$ cat src/rtl/dspv_pkg.sv
// Package for the date string parser: field and status codes, result item layout
// and the small calendar helper functions.
// No dependencies; used by date_string_parse_validate_core.
package dspv_pkg;

    localparam int CHAR_W  = 8;
    localparam int ACC_W   = 14;
    localparam int DAY_W   = 5;
    localparam int MONTH_W = 4;
    localparam int DIM_W   = 5;
    localparam int STAT_W  = 3;
    localparam int OUT_W   = 32;

    localparam logic [CHAR_W-1:0] DELIM_RESET = 8'd46;
    localparam logic [CHAR_W-1:0] CHAR_ZERO   = 8'd48;
    localparam logic [CHAR_W-1:0] CHAR_NINE   = 8'd57;
    localparam logic [CHAR_W-1:0] CHAR_END    = 8'd0;

    localparam logic [ACC_W-1:0] ACC_SAT  = 14'd10000;
    localparam logic [ACC_W-1:0] YEAR_MAX = 14'd9999;
    localparam logic [5:0]       DAY_SAT  = 6'd63;
    localparam logic [3:0]       MON_SAT  = 4'd13;
    localparam logic [3:0]       MON_MAX  = 4'd12;

    typedef enum logic [1:0] {
        FIELD_DAY   = 2'd0,
        FIELD_MONTH = 2'd1,
        FIELD_YEAR  = 2'd2
    } t_field;

    typedef enum logic [STAT_W-1:0] {
        ST_OK        = 3'd0,
        ST_FORMAT    = 3'd1,
        ST_BAD_YEAR  = 3'd2,
        ST_BAD_MONTH = 3'd3,
        ST_BAD_DAY   = 3'd4
    } t_status;

    // Result item, last field (status) in the lowest bits.
    typedef struct packed {
        logic                 pad;
        logic [DIM_W-1:0]     days_in_month;
        logic [ACC_W-1:0]     year;
        logic [MONTH_W-1:0]   month;
        logic [DAY_W-1:0]     day;
        logic [STAT_W-1:0]    status;
    } t_result;

    // (10 * r) mod 25 for a residue r below 25.
    function automatic logic [4:0] mul10_mod25(input logic [4:0] r);
        logic [4:0] res;
        case (r)
            5'd0, 5'd5, 5'd10, 5'd15, 5'd20: res = 5'd0;
            5'd1, 5'd6, 5'd11, 5'd16, 5'd21: res = 5'd10;
            5'd2, 5'd7, 5'd12, 5'd17, 5'd22: res = 5'd20;
            5'd3, 5'd8, 5'd13, 5'd18, 5'd23: res = 5'd5;
            5'd4, 5'd9, 5'd14, 5'd19, 5'd24: res = 5'd15;
            default:                         res = 5'd0;
        endcase
        return res;
    endfunction

    // Month length; zero for a month outside 1 to 12.
    function automatic logic [DIM_W-1:0] month_length(input logic [3:0] m, input logic leap);
        logic [DIM_W-1:0] res;
        case (m)
            4'd1, 4'd3, 4'd5, 4'd7, 4'd8, 4'd10, 4'd12: res = 5'd31;
            4'd4, 4'd6, 4'd9, 4'd11:                    res = 5'd30;
            4'd2:                                       res = leap ? 5'd29 : 5'd28;
            default:                                    res = 5'd0;
        endcase
        return res;
    endfunction

endpackage

$ cat src/rtl/date_string_parse_validate_core.sv
// Date string parser and validator: day, month and year fields with the leap-year rule.
// Depends on dspv_pkg for codes, the result layout and the calendar helpers.
//
//  channel   direction  handshake                 payload
//  s         in         i_s_tvalid / o_s_tready   i_s_tdata: character
//  m         out        o_m_tvalid / i_m_tready   o_m_tdata: status, day, month, year, dim
//  cfg       in         i_cfg_valid / o_cfg_ready i_cfg_data: delimiter
//
// One character is taken every cycle while no terminator waits in the input register. Each
// item is held in the input register and is then folded into the parse state; the zero byte
// also loads the result register, which then offers the result. Only a terminator waits on a
// full, stalled result register; other characters pass regardless.
// Reset (synchronous, active low) clears the parse state and sets the delimiter to '.'.
module date_string_parse_validate_core (
    input  logic                          i_clk,
    input  logic                          i_rst_n,
    input  logic                          i_s_tvalid,
    output logic                          o_s_tready,
    input  logic [dspv_pkg::CHAR_W-1:0]   i_s_tdata,   // [7:0] character
    output logic                          o_m_tvalid,
    input  logic                          i_m_tready,
    output logic [dspv_pkg::OUT_W-1:0]    o_m_tdata,   // [2:0] status, [7:3] day,
                                                       // [11:8] month, [25:12] year,
                                                       // [30:26] days_in_month, [31] zero
    input  logic                          i_cfg_valid,
    output logic                          o_cfg_ready,
    input  logic [dspv_pkg::CHAR_W-1:0]   i_cfg_data   // [7:0] delimiter
);
    import dspv_pkg::*;

    logic [CHAR_W-1:0]  r_delim;
    logic               r_in_vld;
    logic [CHAR_W-1:0]  r_char;

    t_field             r_field,  n_field;
    logic [ACC_W-1:0]   r_acc,    n_acc;
    logic [4:0]         r_m25,    n_m25;
    logic [5:0]         r_day,    n_day;
    logic [3:0]         r_mon,    n_mon;
    logic               r_fmt,    n_fmt;
    logic               r_seen,   n_seen;

    logic               r_out_vld;
    t_result            r_out,    n_out;

    logic               is_end;
    logic               is_digit;
    logic               advance;
    logic [3:0]         digit;
    logic [16:0]        acc_x10;
    logic [4:0]         m25_sum;
    logic               fmt_final;
    logic [5:0]         d_val;
    logic [3:0]         m_val;
    logic [ACC_W-1:0]   y_val;
    logic               leap;
    logic [DIM_W-1:0]   dim;
    t_status            status;

    assign o_cfg_ready = 1'b1;

    assign is_end   = (r_char == CHAR_END);
    assign is_digit = (r_char >= CHAR_ZERO) && (r_char <= CHAR_NINE);
    assign digit    = 4'(r_char - CHAR_ZERO);

    // Only a terminator produces a result, so only it waits for the result register.
    assign advance    = r_in_vld && (!is_end || !r_out_vld || i_m_tready);
    assign o_s_tready = !r_in_vld || advance;

    assign o_m_tvalid = r_out_vld;
    assign o_m_tdata  = r_out;

    always_comb begin
        acc_x10 = {r_acc, 3'b000} + {2'b00, r_acc, 1'b0} + 17'(digit);
        // Residue mod 25 runs alongside the accumulator for the century tests.
        m25_sum = 5'(mul10_mod25(r_m25) + 5'(digit));
        if (m25_sum >= 5'd25) begin
            m25_sum = 5'(m25_sum - 5'd25);
        end
    end

    always_comb begin
        fmt_final = r_fmt || ((r_field != FIELD_YEAR) && r_seen);
        d_val     = r_day;
        m_val     = '0;
        y_val     = '0;
        case (r_field)
            FIELD_DAY: begin
                d_val = (r_acc > ACC_W'(DAY_SAT)) ? DAY_SAT : 6'(r_acc);
            end
            FIELD_MONTH: begin
                m_val = (r_acc > ACC_W'(MON_SAT)) ? MON_SAT : 4'(r_acc);
            end
            FIELD_YEAR: begin
                m_val = r_mon;
                y_val = r_acc;
            end
            default: begin
                m_val = '0;
            end
        endcase

        // Divisible by 4 and not by 100, or divisible by 400 (16 and 25).
        leap = (y_val[1:0] == 2'b00) && ((r_m25 != 5'd0) || (y_val[3:0] == 4'b0000));
        dim  = '0;
        if (fmt_final) begin
            status = ST_FORMAT;
        end else if (y_val > YEAR_MAX) begin
            status = ST_BAD_YEAR;
        end else if ((m_val > MON_MAX) || (m_val == 4'd0)) begin
            status = ST_BAD_MONTH;
        end else begin
            dim    = month_length(m_val, leap);
            status = (d_val > 6'(dim)) ? ST_BAD_DAY : ST_OK;
        end

        n_out        = '0;
        n_out.status = status;
        if (status == ST_OK) begin
            n_out.day   = d_val[DAY_W-1:0];
            n_out.month = m_val;
            n_out.year  = y_val;
        end
        if ((status == ST_OK) || (status == ST_BAD_DAY)) begin
            n_out.days_in_month = dim;
        end
    end

    always_comb begin
        n_field = r_field;
        n_acc   = r_acc;
        n_m25   = r_m25;
        n_day   = r_day;
        n_mon   = r_mon;
        n_fmt   = r_fmt;
        n_seen  = r_seen;
        if (advance) begin
            if (is_end) begin
                n_field = FIELD_DAY;
                n_acc   = '0;
                n_m25   = '0;
                n_day   = '0;
                n_mon   = '0;
                n_fmt   = 1'b0;
                n_seen  = 1'b0;
            end else if (!r_fmt) begin
                if (is_digit) begin
                    n_acc  = (acc_x10 > 17'(ACC_SAT)) ? ACC_SAT : ACC_W'(acc_x10);
                    n_m25  = m25_sum;
                    n_seen = 1'b1;
                end else if ((r_char == r_delim) && (r_field != FIELD_YEAR)) begin
                    if (r_field == FIELD_DAY) begin
                        n_day   = (r_acc > ACC_W'(DAY_SAT)) ? DAY_SAT : 6'(r_acc);
                        n_field = FIELD_MONTH;
                    end else begin
                        n_mon   = (r_acc > ACC_W'(MON_SAT)) ? MON_SAT : 4'(r_acc);
                        n_field = FIELD_YEAR;
                    end
                    n_acc  = '0;
                    n_m25  = '0;
                    n_seen = 1'b0;
                end else begin
                    n_fmt = 1'b1;
                end
            end
        end
    end

    always_ff @(posedge i_clk) begin
        if (!i_rst_n) begin
            r_delim   <= DELIM_RESET;
            r_in_vld  <= 1'b0;
            r_out_vld <= 1'b0;
            r_field   <= FIELD_DAY;
            r_acc     <= '0;
            r_m25     <= '0;
            r_day     <= '0;
            r_mon     <= '0;
            r_fmt     <= 1'b0;
            r_seen    <= 1'b0;
        end else begin
            if (i_cfg_valid && o_cfg_ready) begin
                r_delim <= i_cfg_data;
            end
            if (o_s_tready) begin
                r_in_vld <= i_s_tvalid;
            end
            if (advance && is_end) begin
                r_out_vld <= 1'b1;
            end else if (i_m_tready) begin
                r_out_vld <= 1'b0;
            end
            r_field <= n_field;
            r_acc   <= n_acc;
            r_m25   <= n_m25;
            r_day   <= n_day;
            r_mon   <= n_mon;
            r_fmt   <= n_fmt;
            r_seen  <= n_seen;
        end
    end

    always_ff @(posedge i_clk) begin
        if (o_s_tready && i_s_tvalid) begin
            r_char <= i_s_tdata;
        end
        if (advance && is_end) begin
            r_out <= n_out;
        end
    end

endmodule
$ cat config.mk
export PLATFORM = sky130hd
export DESIGN_NAME = date_string_parse_validate_core
export DESIGN_NICKNAME = d
export VERILOG_FILES = /design/src/rtl/dspv_pkg.sv /design/src/rtl/date_string_parse_validate_core.sv
export SDC_FILE = /design/constraint.sdc
export NUM_CORES = 1
export LEC_CHECK = 0
export ABC_AREA = 1
export BUFFER_PORTS_ARGS = -buffer_cell sky130_fd_sc_hd__buf_4
export CAP_MARGIN = 15
export CORE_UTILIZATION = 50
export CTS_BUF_LIST = sky130_fd_sc_hd__clkbuf_4
export DETAILED_ROUTE_END_ITERATION = 7
export GPL_TIMING_DRIVEN = 0
export PLACE_DENSITY_LB_ADDON = 0.2
export SYNTH_ARGS = -nofsm -noshare
export SYNTH_HDL_FRONTEND = slang
export SYNTH_SLANG_ARGS = --single-unit
$ cat constraint.sdc
create_clock -name i_clk -period 6.85 [get_ports i_clk]
set_input_delay 1.37 -clock i_clk [delete_from_list [all_inputs] [get_ports i_clk]]
set_output_delay 1.37 -clock i_clk [all_outputs]
set_load 0.01 [all_outputs]
=== Word-level counts from Yosys, hierarchy flattened ===
Memory sizes are Yosys's and may differ from the RTL's. A register that Yosys moved wholly into a read port is not among the register bits.
Index checks and enable logic that the tools add are counted.

* Bits in registers: 82
* Bits in read-only memories: 160
* Input port bits: 21
* Output and inout port bits: 35
* Logic and storage cells: 135
* Memories: 1

{| class="wikitable"
|+ Memories
! name !! words !! width !! rd ports !! clocked after Yosys merged registers in !! wr ports !! line !! text
|-
| (no name shown) || 32 || 5 || 1 || 1 || 0 || dspv_pkg.sv:52 || <nowiki>case (r)</nowiki>
|}

* $add $sub $neg: 5
* $lt $le $gt $ge: 9
* Equality and inequality tests: 20
* Mux-type cells: 50
* Bitwise operators: 1
* Reductions and logical operators: 33

{| class="wikitable"
|+ Operators with widths
! operator !! count
|-
| $mux 14 || 6
|-
| $mux 5 || 10
|-
| $mux 6 || 6
|-
| $mux 4 || 6
|-
| $eq 4x4->1 const B || 5
|-
| $add 17x15->17 || 1
|-
| $add 17x4->17 || 1
|-
| $gt 17x14->1 const B || 1
|-
| $eq 4x3->1 const B || 4
|-
| $pmux 5 s3 || 1
|-
| $gt 14x14->1 const B || 1
|-
| $gt 14x4->1 const B || 1
|-
| $gt 14x6->1 const B || 1
|-
| $mux 3 || 4
|-
| $mux 1 || 11
|-
| $mux 2 || 5
|-
| $eq 4x2->1 const B || 2
|-
| $eq 8x8->1 || 1
|-
| $ge 8x6->1 const B || 1
|-
| $le 8x6->1 const B || 1
|-
| $logic_not 4->1 || 2
|-
| $logic_not 8->1 || 1
|-
| $pmux 4 s2 || 1
|-
| $reduce_or 4->1 || 2
|-
| other kinds (25) || 43
|}

=== Logic depth before layout (Yosys ltp) ===
Gate-level depths: netlist of run 1.

* Word-level depth: 19
* Gate-level depth with buffers: 21
* Mapped depth without buffers: 20

=== Least setup slack after synthesis of run 1 ===
OpenSTA, ideal clock, no wires.

* Path kind: input to register
* Start point: input i_m_tready
* End point: register (tool-made name)
* Setup time: 58 ps
* Arrival time: 3147 ps
* Required time: 6792 ps
* Setup slack: 3645 ps
* Stages on the path: 16
* Buffers on the path: 0
* Cell sequence: nor2_1 -> nand2_1 -> nand2_1 -> nor2_1 -> nand2_1 -> nand2_1 -> nor2_2 -> nand2_1 -> nand2_1 -> inv_1 -> ha_1 -> nand2_1 -> o21ai_0 -> o21ai_0 -> nand2_1 -> nand2_1

{| class="wikitable"
|+ RTL lines
! what !! line !! text
|-
| from (decl) || date_string_parse_validate_core.sv:21 || <nowiki>input logic i_m_tready,</nowiki>
|}

==> results of run 1 <==
==> final cells by class <==
type,instances,share of cell area [%]
Buffer,15,1.478
Clock buffer,10,1.267
Clock inverter,6,1.499
Inverter,83,5.256
Multi-Input combinational cell,496,46.49
Sequential cell,84,34.62
Tap cell,133,2.808
Timing Repair Buffer,52,6.586
==> sequential cells by signal (all words and copies together), names as in the netlist, named ones only <==
| name | flops |
|---|---|
| r_seen | 1 |
| r_field | 2 |
| r_in_vld | 1 |
| r_acc | 14 |
| r_mon | 4 |
| r_m25 | 5 |
| r_fmt | 1 |
| o_m_tdata | 29 |
| o_m_tvalid | 1 |
| r_char | 8 |
| r_delim | 8 |
| r_day | 6 |
==> worst min-delay path by stage <==
stage | depth (start not counted) | endpoint
floorplan | 2 | r_seen$_SDFFE_PN0P_
global placement | 2 | r_mon[1]$_SDFFE_PN0P_
detailed placement | 2 | r_mon[1]$_SDFFE_PN0P_
CTS | 2 | r_mon[1]$_SDFFE_PN0P_
global route | 2 | r_delim[0]$_SDFFE_PN0P_
finish | 2 | r_m25[0]$_SDFFE_PN0P_
==> power breakdown <==
part	internal (mW)	total (mW)	switching [mW]	leakage (nW)
registers	0.529	0.537	0.00813	0.755
clock network	0.153	0.323	0.171	0.0846
logic	0.0253	0.0590	0.0337	2.15
total	0.707	0.919	0.212	2.99
==> per-stage QoR <==
| stage | area [um^2] | setup slack [ps] | hold slack, ps |
|---|---|---|---|
| 6_report | 5927 | 3350 | 477.7 |
| 5_1_grt | 5927 | 2990 | 507.9 |
| 4_1_cts | 5927 | 3360 | 476.9 |
| 3_5_place_dp | 5763 | 3069 | 458.3 |
| 3_3_place_gp | 5763 | 3132 | 454.4 |
| 2_1_floorplan | 5206 | 3645 | 419.1 |
==> layer usage <==
metal	routed length, um	global-route usage [%]	vias up
met3	572	4.574	17
li1	-	-	2351
met4	200	6.327	0
met2	5100	36.19	127
met1	5060	26.77	2095
met5	0	0	-
==> critical path, delay by kind of cell, from the launching register on <==
kind / cells / cell delay, ps
AOI/OAI and AO/OA: 2 / 460
xor gates and xnor gates: 1 / 280
adders and majority gates: 3 / 930
buffers and inverters: 1 / 160
DFF: 1 / 510
and+or+nand+nor: 11 / 1090
==> cells in the mapped netlist, types with 3 or more instances <==
cell      count  share of area, %
edfxtp_1     37                21
nor2_2        3              0.36
a21oi_1      27               2.6
fa_1          3               1.2
nor2_1       85               6.1
dfxtp_1      47                18
inv_1        81               5.8
buf_4         4              0.58
nand3_1      45               4.3
nand2_1     174                13
nand4_1       9               1.1
xor2_1       12               2.0
ha_1         46                11
nor3_1        8              0.77
clkbuf_1      8              0.58
a31oi_1       8              0.96
a22oi_1       8               1.2
o22ai_1       8              0.96
a21o_1        3              0.43
or2_2         3              0.36
o21ai_0      22               2.1
nand3b_1      3              0.43
nand2_2       5              0.60
xnor2_1       7               1.2
==> cell families (layout without fill, tap and decap cells) <==
family	after synthesis	count (layout)	share of synthesized area [%]
AOI/OAI and AO/OA	86	86	9.757
xor gates and xnor gates	19	19	3.196
adders and majority gates	49	49	12.21
buffers and inverters	98	166	7.666
DFF	84	84	39.41
other	2	2	0.1442
and+or+nand+nor	340	340	27.61
==> flow_summary.yaml, run 1 <==
clocking:
  post_cts.repair.setup_buffers: 0
  cts-hold-fix-buffers: 0
  h-tree-depth: 3
  cts_tree: "built"
  path_clk_slew_ps: 120
  clk_path_buf_depth: 2
  cts_buffers: 9
  cts-root-buf: "clkbuf_4"
  clk_latency_ps: 450
  postCtsResizedCells: 0
  clock_sinks: 84
synth:
  ys_types: 41
  syn_nets: 748
  synthFlopType: "dfxtp_1"
  synth_edf_count: 37
  syn_inst: 678
  ys_ff_latch: 84
  async_flop_share_pct: 0
  avgSynthCellArea_um2: 7.679
  yosysWarnings: 0
  syn_area_um2: 5206
  synth_seq_area_share_pct: 39.41
job:
  maxCapViolCount: 0
floorplan:
  die-area_um2: 10820
  die_w_um: 104.0
  rows: 36
  design.core.area_um2: 9955
  die_h_um: 104.0
  initial_core_util_pct: 52.30
  pin_count: 56
layout:
  layout-drive-gt1-share_pct: 12.06
  fillers: 918
  fin_util_pct: 59.54
  diodes: 0
  layout_common_cells: "nand2_1 (174), nor2_1 (85), inv_1 (81), buf_4 (56), dfxtp_1 (47)"
  layout.nets: 811
  seq_area_um2: 2052
  finalNonFillerCells: 879
  synthToLayoutAreaGrowth_pct: 13.84
  multiInputGateArea_um2: 2755
  layout_commonest_cell: "nand2_1"
setup_path:
  cp_max_fo: 6
  crit-reg2reg-launch: "r_char[0]$_DFFE_PP_"
  end_kind: "flip-flop"
  cp.arrival_ps: 3880
  crit_path_start_kind: "flip-flop"
  regToRegSetupSlack_ps: 3350
  crit_required_ps: 7230
  critPathMaxStageDelay_ps: 510
  startpoint: "r_char[0]$_DFFE_PP_"
  critPathMostFrequentCell: "nand2_1"
  crit_type: "reg2reg"
  cp_cell_sequence: "ha_1, fa_1, nand3_1, nand2_1, xor2_1, nand3_1, nand2_1, nand2_1, o21ai_0, nand2_1, inv_1, ha_1, nor2_1, o21ai_0, nand2_1, nand2_1, nand2_1, nand2_1"
  critPathSlowestCell: "edfxtp_1"
  r2r_cells: 18
global_routing:
  grt_pass1_wl_um: 18840
  grt_pass1_vias: 4268
  antenna_found_initial: 0
  grt_usage_pct: 21.18
  grt_max_degree: 31
  overflow: 0
drt:
  vias: 4590
  drc: 0
  routed_wirelength_um: 10930
  antenna_violating_nets_post_route: 0
  drtPass1Iterations: 5
  wl_per_cell_um: 12.44
  viasPerCell: 5.222
  first_iter_violations: 198
sta:
  tightest_slew_ps: 1094
  rsz0062_at_grt: "no"
  fin_tns_setup_ps: 0
  finalCritPeriodShare_pct: 51.10
  finalSetupViolCount: 0
  final_hold_viol_count: 0
  fin_worst_skew_ps: 23.53
  maxSlewViolCount: 0
  slew_headroom_pct: 26.97
  fin_crit_ps: 3500
  max_freq_mhz: 285.7
power_and_ir_drop:
  p_total_mw: 0.9191
  p_per_area_nw_per_um2: 155.1
  leakage_nw: 2.993
  peakVddDrop_v: 0.0001069
place:
  dp_hpwl_um: 8666
  place_congestion: 0.8675
  portBuffers: 52
  placed_cells: 863
worst_hold_path:
  min_path_type: "reg2reg"
  min-delay-start: "r_m25[0]$_SDFFE_PN0P_"
outcome:
  status: "completed"
(Power assumes the default switching activity.)
==> run 2: changes to the inputs <==
==> constraint.sdc (replaced) <==
create_clock -name i_clk -period 2.9 [get_ports i_clk]
set_input_delay 0.58 -clock i_clk [delete_from_list [all_inputs] [get_ports i_clk]]
set_output_delay 0.58 -clock i_clk [all_outputs]
set_load 0.01 [all_outputs]
==> run 2 against run 1 <==
Compared with the run above:
- first-iteration DRC count increased by 29%
- register-to-register slack worse by 3400 ps
- clock skew fell by 1.7 ps
- fmax rose by 20%
- total power grew 140%
- via count is 2.2% higher
- sequential cell count is the same
- die area did not move
- the flow now finishes with violations (negative setup slack)
- largest power group unchanged
==> flow_summary.yaml, run 2 (synthesis gave the netlist of run 1 again) <==
outcome:
  status: "finished with violations"
  violations: "negative setup slack"
global_routing:
  grt_max_degree: 31
  grt_pass1_vias: 4441
  overflow: 0
  grt_usage_pct: 22.44
  antenna_found_initial: 0
  grt_pass1_wl_um: 19990
clocking:
  cts-root-buf: "clkbuf_4"
  path_clk_slew_ps: 120
  h-tree-depth: 3
  clock_sinks: 84
  cts-hold-fix-buffers: 0
  cts_tree: "built"
  clk_latency_ps: 440
  clk_path_buf_depth: 2
  cts_buffers: 9
place:
  placed_cells: 863
  portBuffers: 52
  dp_hpwl_um: 8927
  post-place-ws_ps: -468.6
  place_congestion: 0.8351
setup_path:
  critPathMaxStageDelay_ps: 560
  crit_required_ps: 3230
  startpoint: "r_char[0]$_DFFE_PP_"
  crit_path_start_kind: "flip-flop"
  critPathMostFrequentCell: "nand2_1"
  crit-reg2reg-launch: "r_char[0]$_DFFE_PP_"
  crit_type: "reg2reg"
  regToRegSetupSlack_ps: -20
  cp_cell_sequence: "ha_2, fa_2, inv_2, ha_4, nand3b_1, nand3_2, xor2_1, nand2_1, nand2_2, inv_4, ha_4, nand2_1, o21ai_1, o21ai_1, nand2_1, nand2_1"
  end_kind: "flip-flop"
  cp.arrival_ps: 3250
  r2r_cells: 16
  critPathSlowestCell: "fa_2"
  cp_max_fo: 5
floorplan:
  die_w_um: 104.0
  die-area_um2: 10820
  die_h_um: 104.0
  initial_core_util_pct: 52.30
  rows: 36
  pin_count: 56
  design.core.area_um2: 9955
sta:
  max_freq_mhz: 342.5
  finalCritPeriodShare_pct: 100.7
  worst_slack_ps: -19.85
  fin_worst_skew_ps: 21.87
  fin_crit_ps: 2920
  maxSlewViolCount: 0
  fin_tns_setup_ps: -47.88
  final_hold_viol_count: 0
  slew_headroom_pct: 27.28
  rsz0062_at_grt: "yes"
  finalSetupViolCount: 5
  tightest_slew_ps: 1090
drt:
  wl_per_cell_um: 13.32
  vias: 4693
  antenna_violating_nets_post_route: 0
  drtPass1Iterations: 5
  drc: 0
  viasPerCell: 5.174
  routed_wirelength_um: 12080
  first_iter_violations: 255
power_and_ir_drop:
  p_per_area_nw_per_um2: 344.3
  p_total_mw: 2.200
  leakage_nw: 3.202
  peakVddDrop_v: 0.0002318
worst_hold_path:
  min_path_type: "in2reg"
  hold_depth: 1
  min-delay-start: "i_s_tdata[7]"
  worstHoldEndpoint: "r_char[7]$_DFFE_PP_"
layout:
  seq_area_um2: 2054
  layout-drive-gt1-share_pct: 21.96
  fillers: 853
  multiInputGateArea_um2: 3002
  layout.nets: 839
  layout_commonest_cell: "nand2_1"
  largest_reg_flops: 29
  synthToLayoutAreaGrowth_pct: 22.76
  layout_common_cells: "nand2_1 (161), buf_4 (84), nor2_1 (82), inv_1 (74), dfxtp_1 (45)"
  diodes: 0
  finalNonFillerCells: 907
job:
  maxCapViolCount: 0
[run 2: cell types whose count changed in the layout (fill, tap and decap cells not counted), moves of 5 or more]
cell	before	now
ha_4	0	5
buf_4	56	84
o21ai_1	1	8
nand2_1	174	161
inv_1	81	74
ha_1	46	38
o21ai_0	22	13
inv_2	0	5
nand2_2	5	15
[run 2: how the worst max path moves through the flow]
| stage | endpoint | slack [ps] | depth (start not counted) |
|---|---|---|---|
| after floorplan | flip-flop | 40 | 17 |
| after global placement | flip-flop | -390 | 18 |
| after detailed placement | flip-flop | -470 | 18 |
| after CTS | r_acc[8]$_SDFFE_PN0P_ | -80 | 18 |
| after global routing | r_acc[8]$_SDFFE_PN0P_ | -170 | 18 |
| final | flip-flop | -20 | 16 |
[run 2: per-stage QoR]
| stage | util [%] | cell area, um^2 | hold WS (ps) |
|---|---|---|---|
| after detailed placement | 57.94 | 5768 | 457.9 |
| final | 64.20 | 6391 | 322.2 |
| after CTS | 61.45 | 6117 | 310.4 |
| after global placement | 57.94 | 5768 | 455.6 |
| after floorplan | - | 5211 | 419.1 |
| after global routing | 64.20 | 6391 | 295.7 |
[run 2: timing repair]
action / CTS / global route
resized for setup: 23 / 50
setup buffers: 14 / 14
endpoints found under the hold margin: 0 / 0
cloned: 1 / 0
setup endpoints to repair: 18 / 42
pin swaps: 20 / 28
[run 2: critical path: cells and delay by family (launching register included)]
family          cells  cell delay, ps
fa+ha+maj           4            1190
flops               1             420
simple gates        7             730
xor+xnor            1             160
compound gates      2             180
buf+inv             2             130
[run 2: cell type report]
class / instances / area share, %
well taps: 133 / 2.604
multi-input cells: 497 / 46.97
clock inverters: 5 / 1.233
plain buffers: 14 / 1.351
flip-flops and latches: 84 / 32.15
inverters: 83 / 4.953
repair buffers: 80 / 9.456
clock buffers: 11 / 1.292
[run 2: metal layers]
metal / routed length [um] / vias to the layer above / GRT usage, % / share of wire, %
li1: - / 2407 / - / -
met1: 5357 / 2149 / 28.21 / 44
met3: 477 / 17 / 3.321 / 3.9
met4: 145 / 0 / 5.102 / 1.2
met5: 0 / - / 0 / 0
met2: 6101 / 120 / 40.43 / 51
[run 2: where the power goes]
group          internal, mW  switching (mW)
sequential             1.25          0.0181
combinational        0.0770          0.0944
clock                 0.368           0.394
total                  1.69           0.507
==> run 3: changes to the inputs <==
--- a/config.mk
+++ b/config.mk
@@ -13,6 +13,7 @@
 export DETAILED_ROUTE_END_ITERATION = 7
 export GPL_TIMING_DRIVEN = 0
 export PLACE_DENSITY_LB_ADDON = 0.2
+export REMOVE_ABC_BUFFERS = 1
 export SYNTH_ARGS = -nofsm -noshare
 export SYNTH_HDL_FRONTEND = slang
 export SYNTH_SLANG_ARGS = --single-unit
==> run 3 against run 2 <==
Compared with the run above:
- the run still ends with negative setup slack left
- clock-buffer cell count fell by 1
- sequential power about the same
- clock skew decreased by 0.74 ps
- first-iteration DRC count fell by 26%
- critical path depth stayed put
- via count rose by 0.17%
- clock power decreased by 11%
- global-route usage down 0.071 points
- sequential cell count is the same
- final cell count is 0.77% lower
==> flow_summary.yaml, run 3 (synthesis gave the netlist of run 1 again) <==
drt:
  antenna_violating_nets_post_route: 0
  routed_wirelength_um: 12090
  first_iter_violations: 188
  viasPerCell: 5.223
  vias: 4701
  wl_per_cell_um: 13.43
  drc: 0
  drtPass1Iterations: 7
global_routing:
  grt_usage_pct: 22.37
  grt_pass1_vias: 4380
  grt_pass1_wl_um: 19650
  overflow: 0
  antenna_found_initial: 0
  grt_max_degree: 31
clocking:
  clock_sinks: 84
  cts_tree: "built"
  clk_latency_ps: 450
  cts-root-buf: "clkbuf_4"
  cts_buffers: 9
  path_clk_slew_ps: 130
  h-tree-depth: 3
  clk_path_buf_depth: 2
layout:
  fin_util_pct: 64.63
  layout-drive-gt1-share_pct: 24.38
  layout_common_cells: "nand2_1 (157), buf_4 (84), nor2_1 (75), inv_1 (75), nand3_1 (39)"
  synthToLayoutAreaGrowth_pct: 23.58
  layout.nets: 832
  diodes: 0
  multiInputGateArea_um2: 3078
  seq_area_um2: 2069
  largest_reg_flops: 29
  fillers: 853
  layout_commonest_cell: "nand2_1"
setup_path:
  critPathMostFrequentCell: "nand2_1"
  crit_required_ps: 3240
  crit-reg2reg-launch: "r_char[0]$_DFFE_PP_"
  cp_cell_sequence: "ha_4, fa_1, inv_2, ha_4, nand3b_1, nand3_4, xor2_2, nand2_1, nand2_2, inv_2, ha_4, nand2_1, o21ai_0, o21ai_1, nand2_1, nand2_1"
  regToRegSetupSlack_ps: -90
  critPathMaxStageDelay_ps: 540
  critPathSlowestCell: "fa_1"
  r2r_cells: 16
  cp_max_fo: 4
  crit_path_start_kind: "flip-flop"
  crit_type: "reg2reg"
  cp.arrival_ps: 3330
  end_kind: "flip-flop"
worst_hold_path:
  min-delay-start: "i_s_tdata[4]"
  hold_depth: 1
  min_path_type: "in2reg"
  worstHoldEndpoint: "r_char[4]$_DFFE_PP_"
sta:
  finalCritPeriodShare_pct: 103.1
  fin_crit_ps: 2991
  maxSlewViolCount: 0
  max_freq_mhz: 334.3
  final_hold_viol_count: 0
  tightest_slew_ps: 1052
  slew_headroom_pct: 29.76
  fin_worst_skew_ps: 21.14
  finalSetupViolCount: 16
  fin_tns_setup_ps: -721.9
  whs_ps: 303.7
  worst_slack_ps: -91.16
  rsz0062_at_grt: "yes"
power_and_ir_drop:
  leakage_nw: 3.189
  peakVddDrop_v: 0.0002696
  p_per_area_nw_per_um2: 332.0
job:
  maxCapViolCount: 0
floorplan:
  design.core.area_um2: 9955
  die_h_um: 104.0
  rows: 36
  initial_core_util_pct: 52.30
  die_w_um: 104.0
  die-area_um2: 10820
  pin_count: 56
outcome:
  status: "finished with violations"
  violations: "negative setup slack"
place:
  place_congestion: 0.8310
  dp_hpwl_um: 8527
  portBuffers: 53
[run 3: area by class of cell]
| class | instances | area share, % |
|---|---|---|
| Inverter | 83 | 4.920 |
| Clock buffer | 10 | 1.167 |
| Multi-Input combinational cell | 497 | 47.84 |
| Timing Repair Buffer | 87 | 10.33 |
| Tap cell | 133 | 2.587 |
| Clock inverter | 6 | 0.9918 |
| Sequential cell | 84 | 32.17 |
[run 3: worst max-delay path by stage]
stage | depth (start not counted) | slack (ps) | start | to
6_report | 16 | -90 | r_char[0]$_DFFE_PP_ | flip-flop
5_1_grt | 18 | -250 | r_char[3]$_DFFE_PP_ | r_acc[11]$_SDFFE_PN0P_
4_1_cts | 18 | -30 | r_char[3]$_DFFE_PP_ | r_acc[8]$_SDFFE_PN0P_
3_5_place_dp | 16 | -600 | r_char[1]$_DFFE_PP_ | flip-flop
3_3_place_gp | 18 | -500 | r_char[3]$_DFFE_PP_ | r_acc[8]$_SDFFE_PN0P_
2_1_floorplan | 17 | -50 | r_char[0]$_DFFE_PP_ | flip-flop
[run 3: stage by stage]
step	std cells	worst slack (ps)	power (mW)	cell area (um^2)
after global routing	900	-245.2	2.203	6434
after floorplan	663	-52.90	1.377	5119
after detailed placement	849	-600.2	1.431	5683
after global placement	849	-504.2	1.425	5683
after CTS	882	-31.56	2.120	6060
final	900	-91.16	2.136	6434
[run 3: layer usage]
| metal | share of wire (%) | track usage, % |
|---|---|---|
| met1 | 46 | 27.86 |
| met2 | 48 | 39.24 |
| met3 | 3.5 | 3.258 |
| met4 | 2.6 | 8.163 |
| met5 | 0 | 0 |
[run 3: critical path: cells and delay by family, from the launching register on]
| kind | cells | cell delay [ps] |
|---|---|---|
| AO/OA/AOI/OAI | 2 | 160 |
| AND/OR/NAND/NOR | 7 | 780 |
| XOR/XNOR | 1 | 170 |
| flip-flops | 1 | 460 |
| buffers and inverters | 2 | 150 |
| adder cells (fa/ha/maj) | 4 | 1160 |
[run 3: what timing repair did]
action                                  4_1_cts  5_1_grt
endpoints found under the setup margin       41       42
hold buffers                                  0        0
cloned                                        1        0
pin swaps                                    16       26
resized for setup                            34       67
endpoints found under the hold margin         0        0
setup buffers                                16       18
[run 3: power by group]
group | leakage, nW | total [mW] | switching, mW | internal, mW
Clock | 0.0748 | 0.679 | 0.405 | 0.274
Sequential | 0.762 | 1.26 | 0.0159 | 1.25
Combinational | 2.35 | 0.194 | 0.106 | 0.0879
